===== src/rtl/plrf_pkg.sv =====
package plrf_pkg;

    // Ring size default
    localparam int BUFFER_BYTES_DEF = 32768;

    // Field widths
    localparam int PERIOD_W   = 13;
    localparam int BEAT_W     = 3;
    localparam int RATE_W     = 18;
    localparam int OFFS_W     = 15;
    localparam int COUNT_W    = 15;
    localparam int LEN_W      = 13;
    localparam int FREE_W     = 16;
    localparam int WPOS_W     = 15;
    localparam int WORD_W     = 24;
    localparam int CFG_IDX_W  = 2;
    localparam int CFG_DATA_W = 18;
    localparam int S_TDATA_W  = 32;
    localparam int S_TUSER_W  = 2;
    localparam int M_TDATA_W  = 64;

    // Width of a raw read position (beat size times beat count) before reduction
    localparam int X_W = 18;

    // Register reset values
    localparam logic [PERIOD_W-1:0] PERIOD_RST  = PERIOD_W'(192);
    localparam logic [BEAT_W-1:0]   BEAT_RST    = BEAT_W'(2);
    localparam logic [RATE_W-1:0]   NOMINAL_RST = RATE_W'(48000);
    localparam logic [OFFS_W-1:0]   OFFS_RST    = OFFS_W'(384);

    // Feedback word: 10.14 kHz format, rate/1000 and rate%1000
    localparam int FB_RATE_W = 19;
    localparam int FB_M_W    = 20;
    localparam int FB_P_W    = FB_RATE_W + FB_M_W;
    localparam int FB_SH     = 29;
    localparam int FB_Q_W    = 9;
    localparam int FB_R_W    = 10;
    localparam int FB_Q_POS  = 14;
    localparam int FB_R_POS  = 4;
    localparam logic [FB_M_W-1:0]    FB_MUL = FB_M_W'(64'(64'd1 << FB_SH) / 64'd1000);
    localparam logic [FB_RATE_W-1:0] FB_DIV = FB_RATE_W'(1000);

    typedef enum logic [1:0] {
        OP_PACKET = 2'd0,
        OP_TICK   = 2'd1,
        OP_START  = 2'd2,
        OP_STOP   = 2'd3
    } t_op;

    typedef enum logic [CFG_IDX_W-1:0] {
        CFG_PERIOD  = 2'd0,
        CFG_BEAT    = 2'd1,
        CFG_NOMINAL = 2'd2,
        CFG_OFFSET  = 2'd3
    } t_cfg_idx;

    // Rate controller modes
    typedef enum logic [2:0] {
        MODE_NORMAL = 3'b001,
        MODE_SLOW   = 3'b010,
        MODE_FAST   = 3'b100
    } t_mode;

    typedef struct packed {
        logic [PERIOD_W-1:0] period;
        logic [BEAT_W-1:0]   beat;
        logic [RATE_W-1:0]   nominal;
        logic [OFFS_W-1:0]   offs;
    } t_cfg;

    // Item fields travelling alongside the read position
    typedef struct packed {
        t_op              op;
        logic [LEN_W-1:0] len;
        logic             busy;
    } t_item;

    // Result of the state stage, before the feedback word is encoded
    typedef struct packed {
        logic [FREE_W-1:0]    free;
        logic                 over;
        logic                 under;
        logic [WPOS_W-1:0]    wpos;
        logic                 fbv;
        logic [FB_RATE_W-1:0] rate;
    } t_result;

endpackage


===== src/rtl/plrf_modred.sv =====
module plrf_modred
    import plrf_pkg::*;
#(
    parameter int BUFFER_BYTES = BUFFER_BYTES_DEF
) (
    input  logic                            i_clk,
    input  logic                            i_rst_n,
    input  logic                            i_en,
    input  logic                            i_vld,
    input  logic [X_W-1:0]                  i_x,
    input  t_item                           i_item,
    output logic                            o_vld,
    output logic [$clog2(BUFFER_BYTES)-1:0] o_pos,
    output t_item                           o_item
);

    localparam int P_W    = $clog2(BUFFER_BYTES);
    localparam int SH     = 32;
    localparam int M_W    = 34 - P_W;
    localparam int Q_W    = X_W + 1 - P_W;
    localparam int PROD_W = X_W + M_W;
    localparam logic [M_W-1:0] MUL = M_W'(64'(64'd1 << SH) / 64'(BUFFER_BYTES));
    localparam logic [X_W-1:0] B_X = X_W'(BUFFER_BYTES);

    logic              r_a_vld, r_b_vld, r_c_vld;
    logic [X_W-1:0]    r_a_x, r_b_x;
    t_item             r_a_item, r_b_item, r_c_item;
    logic [Q_W-1:0]    r_b_q;
    logic [P_W-1:0]    r_c_pos;
    logic [PROD_W-1:0] w_prod;
    logic [X_W-1:0]    w_qb, w_r, w_pos;

    // Quotient estimate by reciprocal, low by at most one
    assign w_prod = r_a_x * MUL;

    // Remainder with one correction step
    assign w_qb  = X_W'(r_b_q) * B_X;
    assign w_r   = r_b_x - w_qb;
    assign w_pos = (w_r >= B_X) ? w_r - B_X : w_r;

    // Valid chain
    always_ff @(posedge i_clk) begin
        if (!i_rst_n) begin
            r_a_vld <= 1'b0;
            r_b_vld <= 1'b0;
            r_c_vld <= 1'b0;
        end else if (i_en) begin
            r_a_vld <= i_vld;
            r_b_vld <= r_a_vld;
            r_c_vld <= r_b_vld;
        end
    end

    // Payload stages
    always_ff @(posedge i_clk) begin
        if (i_en) begin
            r_a_x    <= i_x;
            r_a_item <= i_item;
            r_b_q    <= w_prod[SH +: Q_W];
            r_b_x    <= r_a_x;
            r_b_item <= r_a_item;
            r_c_pos  <= P_W'(w_pos);
            r_c_item <= r_b_item;
        end
    end

    assign o_vld  = r_c_vld;
    assign o_pos  = r_c_pos;
    assign o_item = r_c_item;

endmodule


===== src/rtl/plrf_core.sv =====
module plrf_core
    import plrf_pkg::*;
#(
    parameter int BUFFER_BYTES = BUFFER_BYTES_DEF
) (
    input  logic                            i_clk,
    input  logic                            i_rst_n,
    input  logic                            i_en,
    input  logic                            i_vld,
    input  logic [$clog2(BUFFER_BYTES)-1:0] i_pos,
    input  t_item                           i_item,
    input  logic [PERIOD_W-1:0]             i_period,
    input  logic [RATE_W-1:0]               i_nominal,
    output logic                            o_vld,
    output t_result                         o_res
);

    localparam int P_W = $clog2(BUFFER_BYTES);
    localparam int C_W = $clog2(BUFFER_BYTES + 1);
    localparam int G_W = C_W + 1;
    localparam logic [G_W-1:0] B_G       = G_W'(BUFFER_BYTES);
    localparam logic [C_W-1:0] B_C       = C_W'(BUFFER_BYTES);
    localparam logic [C_W-1:0] TH_FAST   = C_W'(BUFFER_BYTES * 3 / 4);
    localparam logic [C_W-1:0] TH_SLOW   = C_W'(BUFFER_BYTES / 4);
    localparam logic [C_W-1:0] TH_SLOW_X = C_W'(BUFFER_BYTES * 3 / 5);
    localparam logic [C_W-1:0] TH_FAST_X = C_W'(BUFFER_BYTES / 2);

    logic           r_playing, n_playing;
    logic [P_W-1:0] r_wp, n_wp;
    logic           r_under, n_under;
    t_mode          r_mode, n_mode;
    logic           r_vld;
    t_result        r_res, n_res;

    logic [G_W-1:0]       w_wp, w_rp, w_wrap, w_gap, w_sum, w_sum_wr;
    logic [C_W-1:0]       w_free, w_fb_free;
    logic [PERIOD_W-1:0]  w_half;
    logic                 w_over;
    logic [FB_RATE_W-1:0] w_nom, w_low, w_high;

    // Free space and fill gap against the read position
    assign w_wp   = G_W'(r_wp);
    assign w_rp   = G_W'(i_pos);
    assign w_wrap = B_G - w_wp + w_rp;
    always_comb begin
        if (w_wp > w_rp) begin
            w_free = C_W'(w_wrap);
            w_gap  = w_wp - w_rp;
        end else if (w_wp == w_rp) begin
            w_free = B_C;
            w_gap  = B_G;
        end else begin
            w_free = C_W'(w_rp - w_wp);
            w_gap  = w_wrap;
        end
    end

    assign w_over    = (32'(w_free) <= 32'(i_item.len));
    assign w_fb_free = w_over ? '0 : w_free;
    assign w_half    = i_period >> 1;
    // Only used when the chunk fits, so the chunk is below the ring size
    assign w_sum     = w_wp + G_W'(i_item.len);
    assign w_sum_wr  = (w_sum >= B_G) ? w_sum - B_G : w_sum;

    // Candidate feedback rates
    assign w_nom  = FB_RATE_W'(i_nominal);
    assign w_low  = w_nom - FB_RATE_W'(i_nominal >> 3);
    assign w_high = w_nom + FB_RATE_W'(i_nominal >> 2);

    // Next state and result
    always_comb begin
        n_playing = r_playing;
        n_wp      = r_wp;
        n_under   = r_under;
        n_mode    = r_mode;
        n_res     = '0;
        case (i_item.op)
            OP_PACKET: begin
                if (r_playing) begin
                    n_res.over = w_over;
                    if (!w_over) begin
                        if (32'(w_gap) < 32'(w_half)) begin
                            n_under = 1'b1;
                        end else if (32'(w_gap) >= 32'(i_period)) begin
                            n_under = 1'b0;
                        end
                        n_wp       = P_W'(w_sum_wr);
                        n_res.free = (32'(w_free) > 32'd65535) ? '1 : FREE_W'(w_free);
                    end
                    if (!i_item.busy) begin
                        n_res.fbv = 1'b1;
                        unique case (r_mode)
                            MODE_NORMAL: begin
                                n_res.rate = w_nom;
                                if (w_fb_free >= TH_FAST) begin
                                    n_mode = MODE_FAST;
                                end else if (w_fb_free <= TH_SLOW) begin
                                    n_mode = MODE_SLOW;
                                end
                            end
                            MODE_SLOW: begin
                                n_res.rate = w_low;
                                if (w_fb_free >= TH_SLOW_X) begin
                                    n_mode = MODE_NORMAL;
                                end
                            end
                            MODE_FAST: begin
                                n_res.rate = w_high;
                                if (w_fb_free <= TH_FAST_X) begin
                                    n_mode = MODE_NORMAL;
                                end
                            end
                            default: begin
                                n_res.rate = w_nom;
                            end
                        endcase
                    end
                end
            end
            OP_TICK: begin
                if (r_playing && (32'(w_gap) < 32'(w_half))) begin
                    n_under = 1'b1;
                end
            end
            OP_START: begin
                n_playing = 1'b1;
                n_wp      = i_pos;
                n_under   = 1'b0;
                n_mode    = MODE_NORMAL;
            end
            default: begin
                // stop: rate mode is kept
                n_playing = 1'b0;
                n_wp      = '0;
                n_under   = 1'b0;
            end
        endcase
        n_res.under = n_under;
        n_res.wpos  = WPOS_W'(n_wp);
    end

    // State registers
    always_ff @(posedge i_clk) begin
        if (!i_rst_n) begin
            r_playing <= 1'b0;
            r_wp      <= '0;
            r_under   <= 1'b0;
            r_mode    <= MODE_NORMAL;
            r_vld     <= 1'b0;
        end else if (i_en) begin
            r_vld <= i_vld;
            if (i_vld) begin
                r_playing <= n_playing;
                r_wp      <= n_wp;
                r_under   <= n_under;
                r_mode    <= n_mode;
            end
        end
    end

    // Result register
    always_ff @(posedge i_clk) begin
        if (i_en) begin
            r_res <= n_res;
        end
    end

    assign o_vld = r_vld;
    assign o_res = r_res;

endmodule


===== src/rtl/plrf_fbenc.sv =====
module plrf_fbenc
    import plrf_pkg::*;
(
    input  logic              i_clk,
    input  logic              i_rst_n,
    input  logic              i_en,
    input  logic              i_vld,
    input  t_result           i_res,
    output logic              o_vld,
    output t_result           o_res,
    output logic [WORD_W-1:0] o_word
);

    logic                 r_a_vld, r_o_vld;
    t_result              r_a_res, r_o_res;
    logic [FB_Q_W-1:0]    r_a_q;
    logic [WORD_W-1:0]    r_o_word;
    logic [FB_P_W-1:0]    w_prod;
    logic [FB_RATE_W-1:0] w_rem, w_rem_c;
    logic [FB_Q_W-1:0]    w_q_c;
    logic [WORD_W-1:0]    w_word;

    // kHz part by reciprocal, low by at most one
    assign w_prod = i_res.rate * FB_MUL;

    // Remainder and correction, then pack 10.14
    assign w_rem   = r_a_res.rate - FB_RATE_W'(r_a_q) * FB_DIV;
    assign w_rem_c = (w_rem >= FB_DIV) ? w_rem - FB_DIV : w_rem;
    assign w_q_c   = (w_rem >= FB_DIV) ? r_a_q + FB_Q_W'(1) : r_a_q;
    assign w_word  = r_a_res.fbv
                   ? ((WORD_W'(w_q_c) << FB_Q_POS) | (WORD_W'(w_rem_c[FB_R_W-1:0]) << FB_R_POS))
                   : '0;

    always_ff @(posedge i_clk) begin
        if (!i_rst_n) begin
            r_a_vld <= 1'b0;
            r_o_vld <= 1'b0;
        end else if (i_en) begin
            r_a_vld <= i_vld;
            r_o_vld <= r_a_vld;
        end
    end

    always_ff @(posedge i_clk) begin
        if (i_en) begin
            r_a_res  <= i_res;
            r_a_q    <= w_prod[FB_SH +: FB_Q_W];
            r_o_res  <= r_a_res;
            r_o_word <= w_word;
        end
    end

    assign o_vld  = r_o_vld;
    assign o_res  = r_o_res;
    assign o_word = r_o_word;

endmodule


===== src/rtl/playback_ring_level_feedback_unit.sv =====
// Playback ring level and feedback rate tracker.
// Input stream: one beat per event. tuser carries the operation (packet,
// tick, start, stop); tdata carries read_count, chunk_len and feedback_busy.
// Output stream: exactly one result beat per input beat, in order, with
// free space, overrun, underrun, write position and the 10.14 feedback word.
// Configuration: a separate write channel (index, data), always ready; write
// it only while no item is in flight.
// Pipeline: an input register, three stages of read position reduction modulo
// the ring size (reciprocal multiply and one correction), the state stage, and
// two stages turning the rate into kHz integer and fraction.
// Throughput: one beat per cycle while the output is not held; the ring state
// closes its loop in the single state stage, so back to back beats need no spacing.
// Reset clears the pipeline, the state (not playing, pointer 0, normal
// rate mode) and loads the register defaults.
// When the output is held by a low tready the whole pipeline holds and
// tready on the input stays low for as long as the output beat is held.
module playback_ring_level_feedback_unit
    import plrf_pkg::*;
#(
    parameter int BUFFER_BYTES = BUFFER_BYTES_DEF
) (
    input  logic                  i_clk,
    input  logic                  i_rst_n,
    // input stream
    input  logic                  i_s_tvalid,
    output logic                  o_s_tready,
    input  logic [S_TDATA_W-1:0]  i_s_tdata,  // read_count[14:0], chunk_len[27:15], feedback_busy[28]
    input  logic [S_TUSER_W-1:0]  i_s_tuser,  // operation[1:0]
    // output stream
    output logic                  o_m_tvalid,
    input  logic                  i_m_tready,
    output logic [M_TDATA_W-1:0]  o_m_tdata,  // free_bytes[15:0], overrun[16], underrun[17],
                                              // write_position[32:18], feedback_valid[33],
                                              // feedback_word[57:34]
    // configuration writes
    input  logic                  i_cfg_valid,
    output logic                  o_cfg_ready,
    input  logic [CFG_IDX_W-1:0]  i_cfg_index,
    input  logic [CFG_DATA_W-1:0] i_cfg_data
);

    localparam int P_W = $clog2(BUFFER_BYTES);

    t_cfg                r_cfg;
    logic                r_in_vld;
    t_item               r_in_item;
    logic [COUNT_W-1:0]  r_in_count;
    logic                w_en;
    logic [X_W-1:0]      w_rp_raw, w_x;
    logic                w_mr_vld, w_core_vld;
    logic [P_W-1:0]      w_mr_pos;
    t_item               w_mr_item;
    t_result             w_core_res, w_out_res;
    logic [WORD_W-1:0]   w_out_word;

    // Whole pipeline advances unless the output beat is held
    assign w_en        = !o_m_tvalid || i_m_tready;
    assign o_s_tready  = w_en;
    assign o_cfg_ready = 1'b1;

    // Configuration registers
    always_ff @(posedge i_clk) begin
        if (!i_rst_n) begin
            r_cfg.period  <= PERIOD_RST;
            r_cfg.beat    <= BEAT_RST;
            r_cfg.nominal <= NOMINAL_RST;
            r_cfg.offs    <= OFFS_RST;
        end else if (i_cfg_valid) begin
            unique case (t_cfg_idx'(i_cfg_index))
                CFG_PERIOD:  r_cfg.period  <= i_cfg_data[PERIOD_W-1:0];
                CFG_BEAT:    r_cfg.beat    <= i_cfg_data[BEAT_W-1:0];
                CFG_NOMINAL: r_cfg.nominal <= i_cfg_data[RATE_W-1:0];
                CFG_OFFSET:  r_cfg.offs    <= i_cfg_data[OFFS_W-1:0];
                default: ;
            endcase
        end
    end

    // Input register
    always_ff @(posedge i_clk) begin
        if (!i_rst_n) begin
            r_in_vld <= 1'b0;
        end else if (w_en) begin
            r_in_vld <= i_s_tvalid;
        end
    end

    always_ff @(posedge i_clk) begin
        if (w_en) begin
            r_in_count     <= i_s_tdata[COUNT_W-1:0];
            r_in_item.len  <= i_s_tdata[COUNT_W +: LEN_W];
            r_in_item.busy <= i_s_tdata[COUNT_W + LEN_W];
            r_in_item.op   <= t_op'(i_s_tuser);
        end
    end

    // Raw position: start offset on start, otherwise beats times beat size
    assign w_rp_raw = X_W'(r_cfg.beat) * X_W'(r_in_count);
    assign w_x      = (r_in_item.op == OP_START) ? X_W'(r_cfg.offs) : w_rp_raw;

    plrf_modred #(
        .BUFFER_BYTES (BUFFER_BYTES)
    ) u_modred (
        .i_clk   (i_clk),
        .i_rst_n (i_rst_n),
        .i_en    (w_en),
        .i_vld   (r_in_vld),
        .i_x     (w_x),
        .i_item  (r_in_item),
        .o_vld   (w_mr_vld),
        .o_pos   (w_mr_pos),
        .o_item  (w_mr_item)
    );

    plrf_core #(
        .BUFFER_BYTES (BUFFER_BYTES)
    ) u_core (
        .i_clk     (i_clk),
        .i_rst_n   (i_rst_n),
        .i_en      (w_en),
        .i_vld     (w_mr_vld),
        .i_pos     (w_mr_pos),
        .i_item    (w_mr_item),
        .i_period  (r_cfg.period),
        .i_nominal (r_cfg.nominal),
        .o_vld     (w_core_vld),
        .o_res     (w_core_res)
    );

    plrf_fbenc u_fbenc (
        .i_clk   (i_clk),
        .i_rst_n (i_rst_n),
        .i_en    (w_en),
        .i_vld   (w_core_vld),
        .i_res   (w_core_res),
        .o_vld   (o_m_tvalid),
        .o_res   (w_out_res),
        .o_word  (w_out_word)
    );

    // Output beat packing, first field lowest
    assign o_m_tdata = {6'd0, w_out_word, w_out_res.fbv, w_out_res.wpos,
                        w_out_res.under, w_out_res.over, w_out_res.free};

endmodule


===== config.mk =====
export PLATFORM = sky130hd
export DESIGN_NAME = playback_ring_level_feedback_unit
export DESIGN_NICKNAME = d
export VERILOG_FILES = /design/src/rtl/plrf_pkg.sv /design/src/rtl/plrf_modred.sv /design/src/rtl/plrf_core.sv /design/src/rtl/plrf_fbenc.sv /design/src/rtl/playback_ring_level_feedback_unit.sv
export SDC_FILE = /design/constraint.sdc
export NUM_CORES = 1
export LEC_CHECK = 0
export BUFFER_PORTS_ARGS = -buffer_cell sky130_fd_sc_hd__buf_2
export CORE_ASPECT_RATIO = 0.5
export CORE_MARGIN = 5
export CORE_UTILIZATION = 45
export DETAILED_ROUTE_END_ITERATION = 10
export HOLD_SLACK_MARGIN = 0.02
export SLEW_MARGIN = 10
export SYNTH_ARGS = -nofsm -noshare
export SYNTH_HDL_FRONTEND = slang
export SYNTH_HIERARCHICAL = 1
export SYNTH_SLANG_ARGS = --single-unit

===== constraint.sdc =====
create_clock -name i_clk -period 36.9 [get_ports i_clk]
set_clock_uncertainty 0.2 [all_clocks]
set_input_delay 5.535 -clock i_clk [delete_from_list [all_inputs] [get_ports i_clk]]
set_output_delay 5.535 -clock i_clk [all_outputs]
set_load 0.05 [all_outputs]

==> results of run 1 <==
## power by group through the flow
stage | clock [W] | combinational (W) | sequential (W)
finish | 0.000367 | 0.000174 | 0.000476
global route | 0.000399 | 0.000194 | 0.000478
CTS | 0.000381 | 0.000173 | 0.000477
detailed placement | 0 | 0.000172 | 0.000486
global placement | 0 | 0.000170 | 0.000485
floorplan | 0 | 0.000130 | 0.000484
## area by class of cell
class,instances,area [sq um],area share
Multi-Input combinational cell,1671,13700,0.490
Timing Repair Buffer,126,671,0.0240
Clock inverter,19,214,0.00767
Clock buffer,47,962,0.0345
Sequential cell,368,10300,0.369
Tap cell,756,946,0.0339
Inverter,304,1140,0.0409
## critical path, cell delays in order
cell and delay (ps):
buf_2 80, nand2b_4 160, buf_2 380
## registers in the layout, indices dropped and copies added (netlist names), 3 cells and up
name,count
u_core/o_res,53
u_modred/r_b_item,16
u_fbenc/r_a_q,9
u_modred/r_a_item,16
u_fbenc/o_res,34
r_in_count,15
r_cfg,49
u_modred/o_pos,15
r_in_item,16
u_modred/o_item,16
u_fbenc/r_a_res,53
u_fbenc/o_word,19
u_core/r_wp,15
u_core/r_mode,3
u_modred/r_a_x,15
u_modred/r_b_x,15
## through the flow
stage / instance area (sq um) / std cells / hold WS, ps / total power, W
2_1_floorplan: 25600 / 2434 / 200 / 0.000614
3_3_place_gp: 26700 / 3225 / 203 / 0.000654
3_5_place_dp: 26700 / 3225 / 205 / 0.000657
4_1_cts: 27900 / 3291 / 213 / 0.00103
5_1_grt: 27900 / 3291 / 221 / 0.00107
6_report: 27900 / 3291 / 210 / 0.00102
## worst paths after layout
check,cells after the start,end,start
max reg2reg,24,u_fbenc/o_word[22],u_fbenc/r_a_q[0]
min reg2reg,0,u_modred/r_b_item[3],u_modred/r_a_item[3]
min,0,u_modred/r_b_item[3],u_modred/r_a_item[3]
max,3,o_s_tready,i_m_tready
## routing by layer
layer / global-route usage / wire length (microns) / vias to the layer above
li1: - / - / 8700
met3: 0.0307 / 2580 / 71
met4: 0.0354 / 985 / 0
met5: 0 / 0 / -
met1: 0.260 / 27400 / 8367
met2: 0.297 / 25500 / 301
==> impl_metrics.tcl, run 1 <==
set metrics [dict create \
    outcome "finished, final reports clean" \
    area_growth_syn_to_layout_pct 9.06 \
    ant_nets 0 \
    num_io_pins 126 \
    path_max_fanout 7 \
    path_clk_slew_ps 70 \
    cp-end-kind "primary output" \
    cts_buffers 36 \
    crit_type "input pin to primary output" \
    final_core_util 0.499 \
    grt_pass1_wl_mm 90.9 \
    yosysWarnings 6 \
    syn_area_sq_mm 0.0256 \
    p_leak_nw 13.2 \
    diodes 0 \
    relSlewSlack 0.241 \
    maxCapViolCount 0 \
    layout_common_cells "ha_1, inv_1, edfxtp_1, nand2_1, a21oi_1" \
    cp.required_ps 31160 \
    clock_sinks 368 \
    rsz0062_at_grt "no" \
    antenna_found_initial 0 \
    cts-htree-levels 2 \
    min_period_ps 11900 \
    postSynthAreaPerCell_sq_um 10.6 \
    initial_utilization 0.457 \
    nets 2983 \
    dpl.hpwl_mm 43.1 \
    wire_per_inst_microns 17.2 \
    p_sw_w 0.000285 \
    setup-violations-final 0 \
    grt_pass1_vias 16900 \
    reg2reg_slack_ps 29440 \
    cts_buffer_depth 3 \
    grt.overflow.total 0 \
    layout-drive-gt1-share 0.0951 \
    sequentialPowerShare 0.468 \
    vias 17400 \
    pre_cts_ws_ps 24960 \
    drc_errors 0 \
    coreArea_sq_mm 0.0559 \
    setup-tns-final_ps 0 \
    arrival_ps 6170 \
    clkPwrFrac 0.361 \
    num-fill-cells 5116 \
    power_frac_comb 0.171 \
    hold_buffers 0 \
    worst_slack_ps 25000 \
    cp-start-kind "input pin" \
    final_common_cell "ha_1" \
    clock_latency_ps 570 \
    cts_tree "done" \
    die_y_microns 179 \
    drt-pass1-iter-count 6 \
    numPortBuffers 110 \
    drt_iter0_markers 1136 \
    dieArea_sq_mm 0.0620 \
    totalWireLength_mm 56.5 \
    cts_resized 0 \
    gp_congestion 0.889 \
    num_rows 61 \
    min_path_type "flip-flop to flip-flop" \
    cts_root_buf "clkbuf_16" \
    pwr_density_cell_mw_per_mm2 36.4 \
    grt_max_degree 79 \
    fin_crit_sh 0.323 \
    synth_cells 2425 \
    ir_worst_vdd_v 0.0000288 \
    hold_violations 0 \
    swShare 0.280 \
    dieWidth_microns 347 \
    fmax_mhz 84.0 \
    drv_slew 0 \
    grt_use_total 0.182 \
    vias_per_cell 5.30 \
    postCtsSetupBuffers 0 \
    tightest_slew_ps 1130 \
    cellInternalPower_w 0.000733 \
]
Note: power is estimated with default switching activity, not from simulation.
==> inputs of run 2 (changes only) <==
--- a/config.mk
+++ b/config.mk
@@ -5,6 +5,7 @@
 export SDC_FILE = /design/constraint.sdc
 export NUM_CORES = 1
 export LEC_CHECK = 0
+export ABC_AREA = 1
 export BUFFER_PORTS_ARGS = -buffer_cell sky130_fd_sc_hd__buf_2
 export CORE_ASPECT_RATIO = 0.5
 export CORE_MARGIN = 5
==> constraint.sdc (replaced) <==
create_clock -name i_clk -period 10.15 [get_ports i_clk]
set_clock_uncertainty 0.2 [all_clocks]
set_input_delay 1.5225 -clock i_clk [delete_from_list [all_inputs] [get_ports i_clk]]
set_output_delay 1.5225 -clock i_clk [all_outputs]
set_load 0.05 [all_outputs]
==> run 2 against run 1 <==
Clock-buffer cell count up 1. Flip-flop and latch count unchanged. Total power rose to 4.0 times the previous value. Critical path type is now flip-flop to flip-flop. Largest cell class unchanged. Highest routed layer unchanged.
==> impl_metrics.tcl, run 2 <==
set metrics [dict create \
    cp-end-kind "flip-flop" \
    crit_slowest_cell "edfxtp_1" \
    dieArea_sq_mm 0.0644 \
    max_stage_delay_ps 510 \
    totalWireLength_mm 62.1 \
    dieWidth_microns 354 \
    dp.cells 3847 \
    area_growth_syn_to_layout_pct 9.38 \
    wire_per_inst_microns 15.9 \
    cts-htree-levels 2 \
    gp_congestion 0.903 \
    p_sw_w 0.00133 \
    ir_worst_vdd_v 0.000109 \
    dpl.hpwl_mm 49.1 \
    min_path_type "flip-flop to flip-flop" \
    top_usage_layer "met2" \
    num_io_pins 126 \
    pre_cts_ws_ps 3640 \
    numPortBuffers 110 \
    vias_per_cell 5.06 \
    postCtsSetupBuffers 0 \
    layout_common_cells "nand2_1, inv_1, ha_1, edfxtp_1, nor2_1" \
    yosysWarnings 6 \
    grt_use_total 0.193 \
    drt-pass1-iter-count 5 \
    grt.overflow.total 0 \
    fin_hold_ws_ps 214 \
    setup-violations-final 0 \
    clock_latency_ps 560 \
    layout-drive-gt1-share 0.0845 \
    drv_slew 0 \
    clkPwrFrac 0.330 \
    cts_root_buf "clkbuf_16" \
    min_period_ps 6520 \
    grt_max_degree 89 \
    fmax_mhz 153 \
    cp.required_ps 10220 \
    use_met1 0.277 \
    path_clk_slew_ps 70 \
    ant_nets 0 \
    cts_buffers 37 \
    worst_slack_ps 3630 \
    postSynthAreaPerCell_sq_um 8.87 \
    use_met3 0.0260 \
    synth_cells 3001 \
    initial_utilization 0.452 \
    cellInternalPower_w 0.00278 \
    num_rows 63 \
    pwr_density_cell_mw_per_mm2 141 \
    p_leak_nw 15.0 \
    maxCapViolCount 0 \
    fin_crit_sh 0.642 \
    swShare 0.324 \
    drc_errors 0 \
    syn_area_sq_mm 0.0266 \
    crit_type "flip-flop to flip-flop" \
    arrival_ps 6590 \
    hold_violations 0 \
    drt_iter0_markers 1328 \
    diodes 0 \
    cts_tree "done" \
    cts_resized 0 \
    grt_pass1_vias 19100 \
    power_frac_comb 0.241 \
    hold_buffers 0 \
    cts_buffer_depth 3 \
    relSlewSlack 0.224 \
    final_cells 3915 \
    die_y_microns 182 \
    clock_sinks 368 \
    rsz0062_at_grt "no" \
    outcome "finished, final reports clean" \
    vias 19800 \
    setup-tns-final_ps 0 \
    antenna_found_initial 0 \
    grt_pass1_wl_mm 101 \
    nets 3582 \
    num-fill-cells 5527 \
    sequentialPowerShare 0.429 \
    final_common_cell "nand2_1" \
    coreArea_sq_mm 0.0589 \
    cp-start-kind "flip-flop" \
    tightest_slew_ps 1130 \
    path_max_fanout 17 \
    gr-usage-met2 0.319 \
]
## run 2: stage by stage
stage	instance area, sq um	utilization	total power (W)
CTS	29100	0.495	0.00416
floorplan	26700	-	0.00253
global placement	27900	0.474	0.00276
finish	29100	0.495	0.00411
detailed placement	27900	0.474	0.00278
global route	29100	0.495	0.00437
## run 2: layout make-up
type	count	area [sq um]	area share
multi-input combinational	2027	13900	0.479
sequential	368	10300	0.353
inverter	553	2080	0.0714
clock buffer	48	1040	0.0357
tap	780	976	0.0335
timing repair buffer	119	618	0.0212
clock inverter	20	178	0.00610
## run 2: power groups by stage
stage	sequential, W	clock [W]	combinational (W)
after floorplan	0.00180	0	0.000728
after global placement	0.00180	0	0.000967
after detailed placement	0.00180	0	0.000981
after CTS	0.00176	0.00141	0.000987
after global routing	0.00177	0.00147	0.00112
final	0.00176	0.00136	0.000990
## run 2: worst paths after layout
kind	from	to	cells after the start	slack, ps
hold / removal	u_fbenc/r_a_res[38]	u_fbenc/o_res[38]	0	210
setup reg to reg	u_fbenc/r_a_q[4]	u_fbenc/o_word[19]	28	3630
hold reg to reg	u_fbenc/r_a_res[38]	u_fbenc/o_res[38]	0	210
setup / recovery	u_fbenc/r_a_q[4]	u_fbenc/o_word[19]	28	3630
## run 2: critical path: cells and delay by family, from the launching register on
kind            cells  cell delay, ps
fa+ha+maj           6            2630
flops               1             510
compound gates      8            1090
buf+inv             4             410
simple gates        9            1210
xor+xnor            1             180
## run 2: routing by layer
metal / vias to the layer above / part of all wire
li1: 10100 / -
met1: 9321 / 0.49
met2: 355 / 0.45
met3: 62 / 0.041
met4: 0 / 0.015
met5: - / 0
==> inputs of run 3 (changes only) <==
--- a/config.mk
+++ b/config.mk
@@ -5,7 +5,7 @@
 export SDC_FILE = /design/constraint.sdc
 export NUM_CORES = 1
 export LEC_CHECK = 0
-export ABC_AREA = 1
+export ABC_AREA = 0
 export BUFFER_PORTS_ARGS = -buffer_cell sky130_fd_sc_hd__buf_2
 export CORE_ASPECT_RATIO = 0.5
 export CORE_MARGIN = 5
==> constraint.sdc (replaced) <==
create_clock -name i_clk -period 5.35 [get_ports i_clk]
set_clock_uncertainty 0.2 [all_clocks]
set_input_delay 0.8025 -clock i_clk [delete_from_list [all_inputs] [get_ports i_clk]]
set_output_delay 0.8025 -clock i_clk [all_outputs]
set_load 0.05 [all_outputs]
==> run 3 against run 2 <==
Cell count shrank 10%. Combinational power grew 37%. Critical path depth shrank 2. Sequential share of layout area shrank 1.1 points. Clock power grew 100%. Worst setup slack lost 4700 ps. The run now ends with setup timing left. Global-route usage is essentially flat. Critical endpoint is now u_fbenc/o_word[12]. Design area grew 3.3%. First-iteration DRC count shrank 15%. Sequential power grew 86%. Highest routed layer unchanged.
==> impl_metrics.tcl, run 3 (synthesis gave the netlist of run 1 again) <==
set metrics [dict create \
    outcome "finished, violations left" \
    violations "setup timing" \
    totalWireLength_mm 59.9 \
    drv_slew 0 \
    grt_use_total 0.194 \
    cts_tree "done" \
    crit_type "flip-flop to flip-flop" \
    dieArea_sq_mm 0.0620 \
    num_io_pins 126 \
    pre_cts_ws_ps -1150 \
    dieWidth_microns 347 \
    holdPathEnd "r_in_count[11]" \
    rsz0062_at_grt "yes" \
    dpl.hpwl_mm 46.6 \
    num-fill-cells 4994 \
    grt.overflow.total 0 \
    diodes 0 \
    tightest_slew_ps 1120 \
    r2r_start "u_fbenc/r_a_q[0]" \
    setup-violations-final 17 \
    cts_buffer_depth 3 \
    layout-drive-gt1-share 0.193 \
    layout_common_cells "inv_1, ha_1, edfxtp_1, nand2_1, buf_4" \
    ant_nets 0 \
    fin_crit_sh 1.19 \
    r2r-end "u_fbenc/o_word[12]" \
    worst_slack_ps -1020 \
    nets 3204 \
    cts_root_buf "clkbuf_16" \
    grt_pass1_vias 18000 \
    min_path_type "input pin to flip-flop" \
    numPortBuffers 110 \
    arrival_ps 6580 \
    pwr_density_cell_mw_per_mm2 245 \
    final_common_cell "inv_1" \
    initial_utilization 0.457 \
    grt_pass1_wl_mm 96.3 \
    drc_errors 0 \
    hp-start "i_s_tdata[11]" \
    r2r_cells 26 \
    clock_sinks 368 \
    final_core_util 0.538 \
    coreArea_sq_mm 0.0559 \
    ir_worst_vdd_v 0.000229 \
    hold_violations 0 \
    vias 18300 \
    maxCapViolCount 0 \
    cp.required_ps 5560 \
    relSlewSlack 0.250 \
    wire_per_inst_microns 17.1 \
    cp-end-kind "flip-flop" \
    vias_per_cell 5.20 \
    reg2reg_slack_ps -1020 \
    cts-htree-levels 2 \
    cts_buffers 37 \
    path_max_fanout 12 \
    grt_max_degree 161 \
    num_rows 61 \
    cp-start-kind "flip-flop" \
    drt_iter0_markers 1128 \
    path_clk_slew_ps 70 \
    startpoint "u_fbenc/r_a_q[0]" \
    clock_latency_ps 560 \
    fmax_mhz 157 \
    die_y_microns 179 \
    setup-tns-final_ps -15090 \
    min_period_ps 6370 \
    drt-pass1-iter-count 5 \
    area_growth_syn_to_layout_pct 17.5 \
    gp_congestion 0.886 \
    whs_path_depth 1 \
    p_leak_nw 14.4 \
    antenna_found_initial 1 \
]
## run 3: what timing repair did
action / 4_1_cts / 5_1_grt
resized for setup: 26 / 43
hold buffers: 0 / 0
pin swaps: 12 / 32
endpoints found under the hold margin: 0 / 0
setup endpoints to repair: 22 / 45
setup buffers: 8 / 7
## run 3: through the flow
stage	std cells	hold WS (ps)	total power, W	area [sq um]
floorplan	2434	200	0.00424	25700
global placement	3430	202	0.00465	28400
detailed placement	3430	205	0.00467	28400
CTS	3505	178	0.00743	29900
global route	3512	184	0.00772	30100
finish	3512	212	0.00737	30100
## run 3: worst max-delay path by stage
stage | end | slack (ps) | depth (start not counted)
6_report | u_fbenc/o_word[12] | -1020 | 26
5_1_grt | u_fbenc/o_word[10] | -1440 | 26
4_1_cts | u_fbenc/o_word[16] | -1080 | 27
3_5_place_dp | u_fbenc/o_word[12] | -1150 | 23
3_3_place_gp | u_fbenc/o_word[12] | -1070 | 23
2_1_floorplan | u_fbenc/o_word[12] | -780 | 25
## run 3: layout make-up
class	instances	area, sq um	area share
multi-input combinational	1671	14000	0.466
sequential	368	10300	0.342
timing repair buffer	346	2400	0.0798
inverter	304	1140	0.0379
tap	756	946	0.0315
clock buffer	39	943	0.0314
clock inverter	28	332	0.0110
## run 3: critical path: stages, from the launching register on
cell      delay, ps
edfxtp_1        450
fa_1            590
xor2_1          160
ha_1            250
inv_2            60
fa_1            420
fa_1            500
inv_2            40
ha_4            210
nor2b_1         130
o21a_1          210
o21ai_2         120
nand2b_1         80
a41o_1          250
nor2_2          100
xor2_1          160
ha_1            260
a21o_1          190
a21o_1          150
a21o_1          160
or2_4           220
o211ai_1        270
xnor2_2         190
nor3_4           70
buf_12          140
or4_4           510
a21boi_2        140
## run 3: where the power goes
part           switching [W]  total [W]  internal (W)
logic               0.000798    0.00136      0.000562
clock network        0.00117    0.00272       0.00155
registers          0.0000794    0.00328       0.00320
## run 3: metal layers
metal / vias to the layer above / track usage / part of all wire
met3: 105 / 0.0235 / 0.039
met4: 0 / 0.0526 / 0.027
met2: 308 / 0.317 / 0.45
met5: - / 0 / 0
met1: 8700 / 0.274 / 0.48
li1: 9140 / - / -
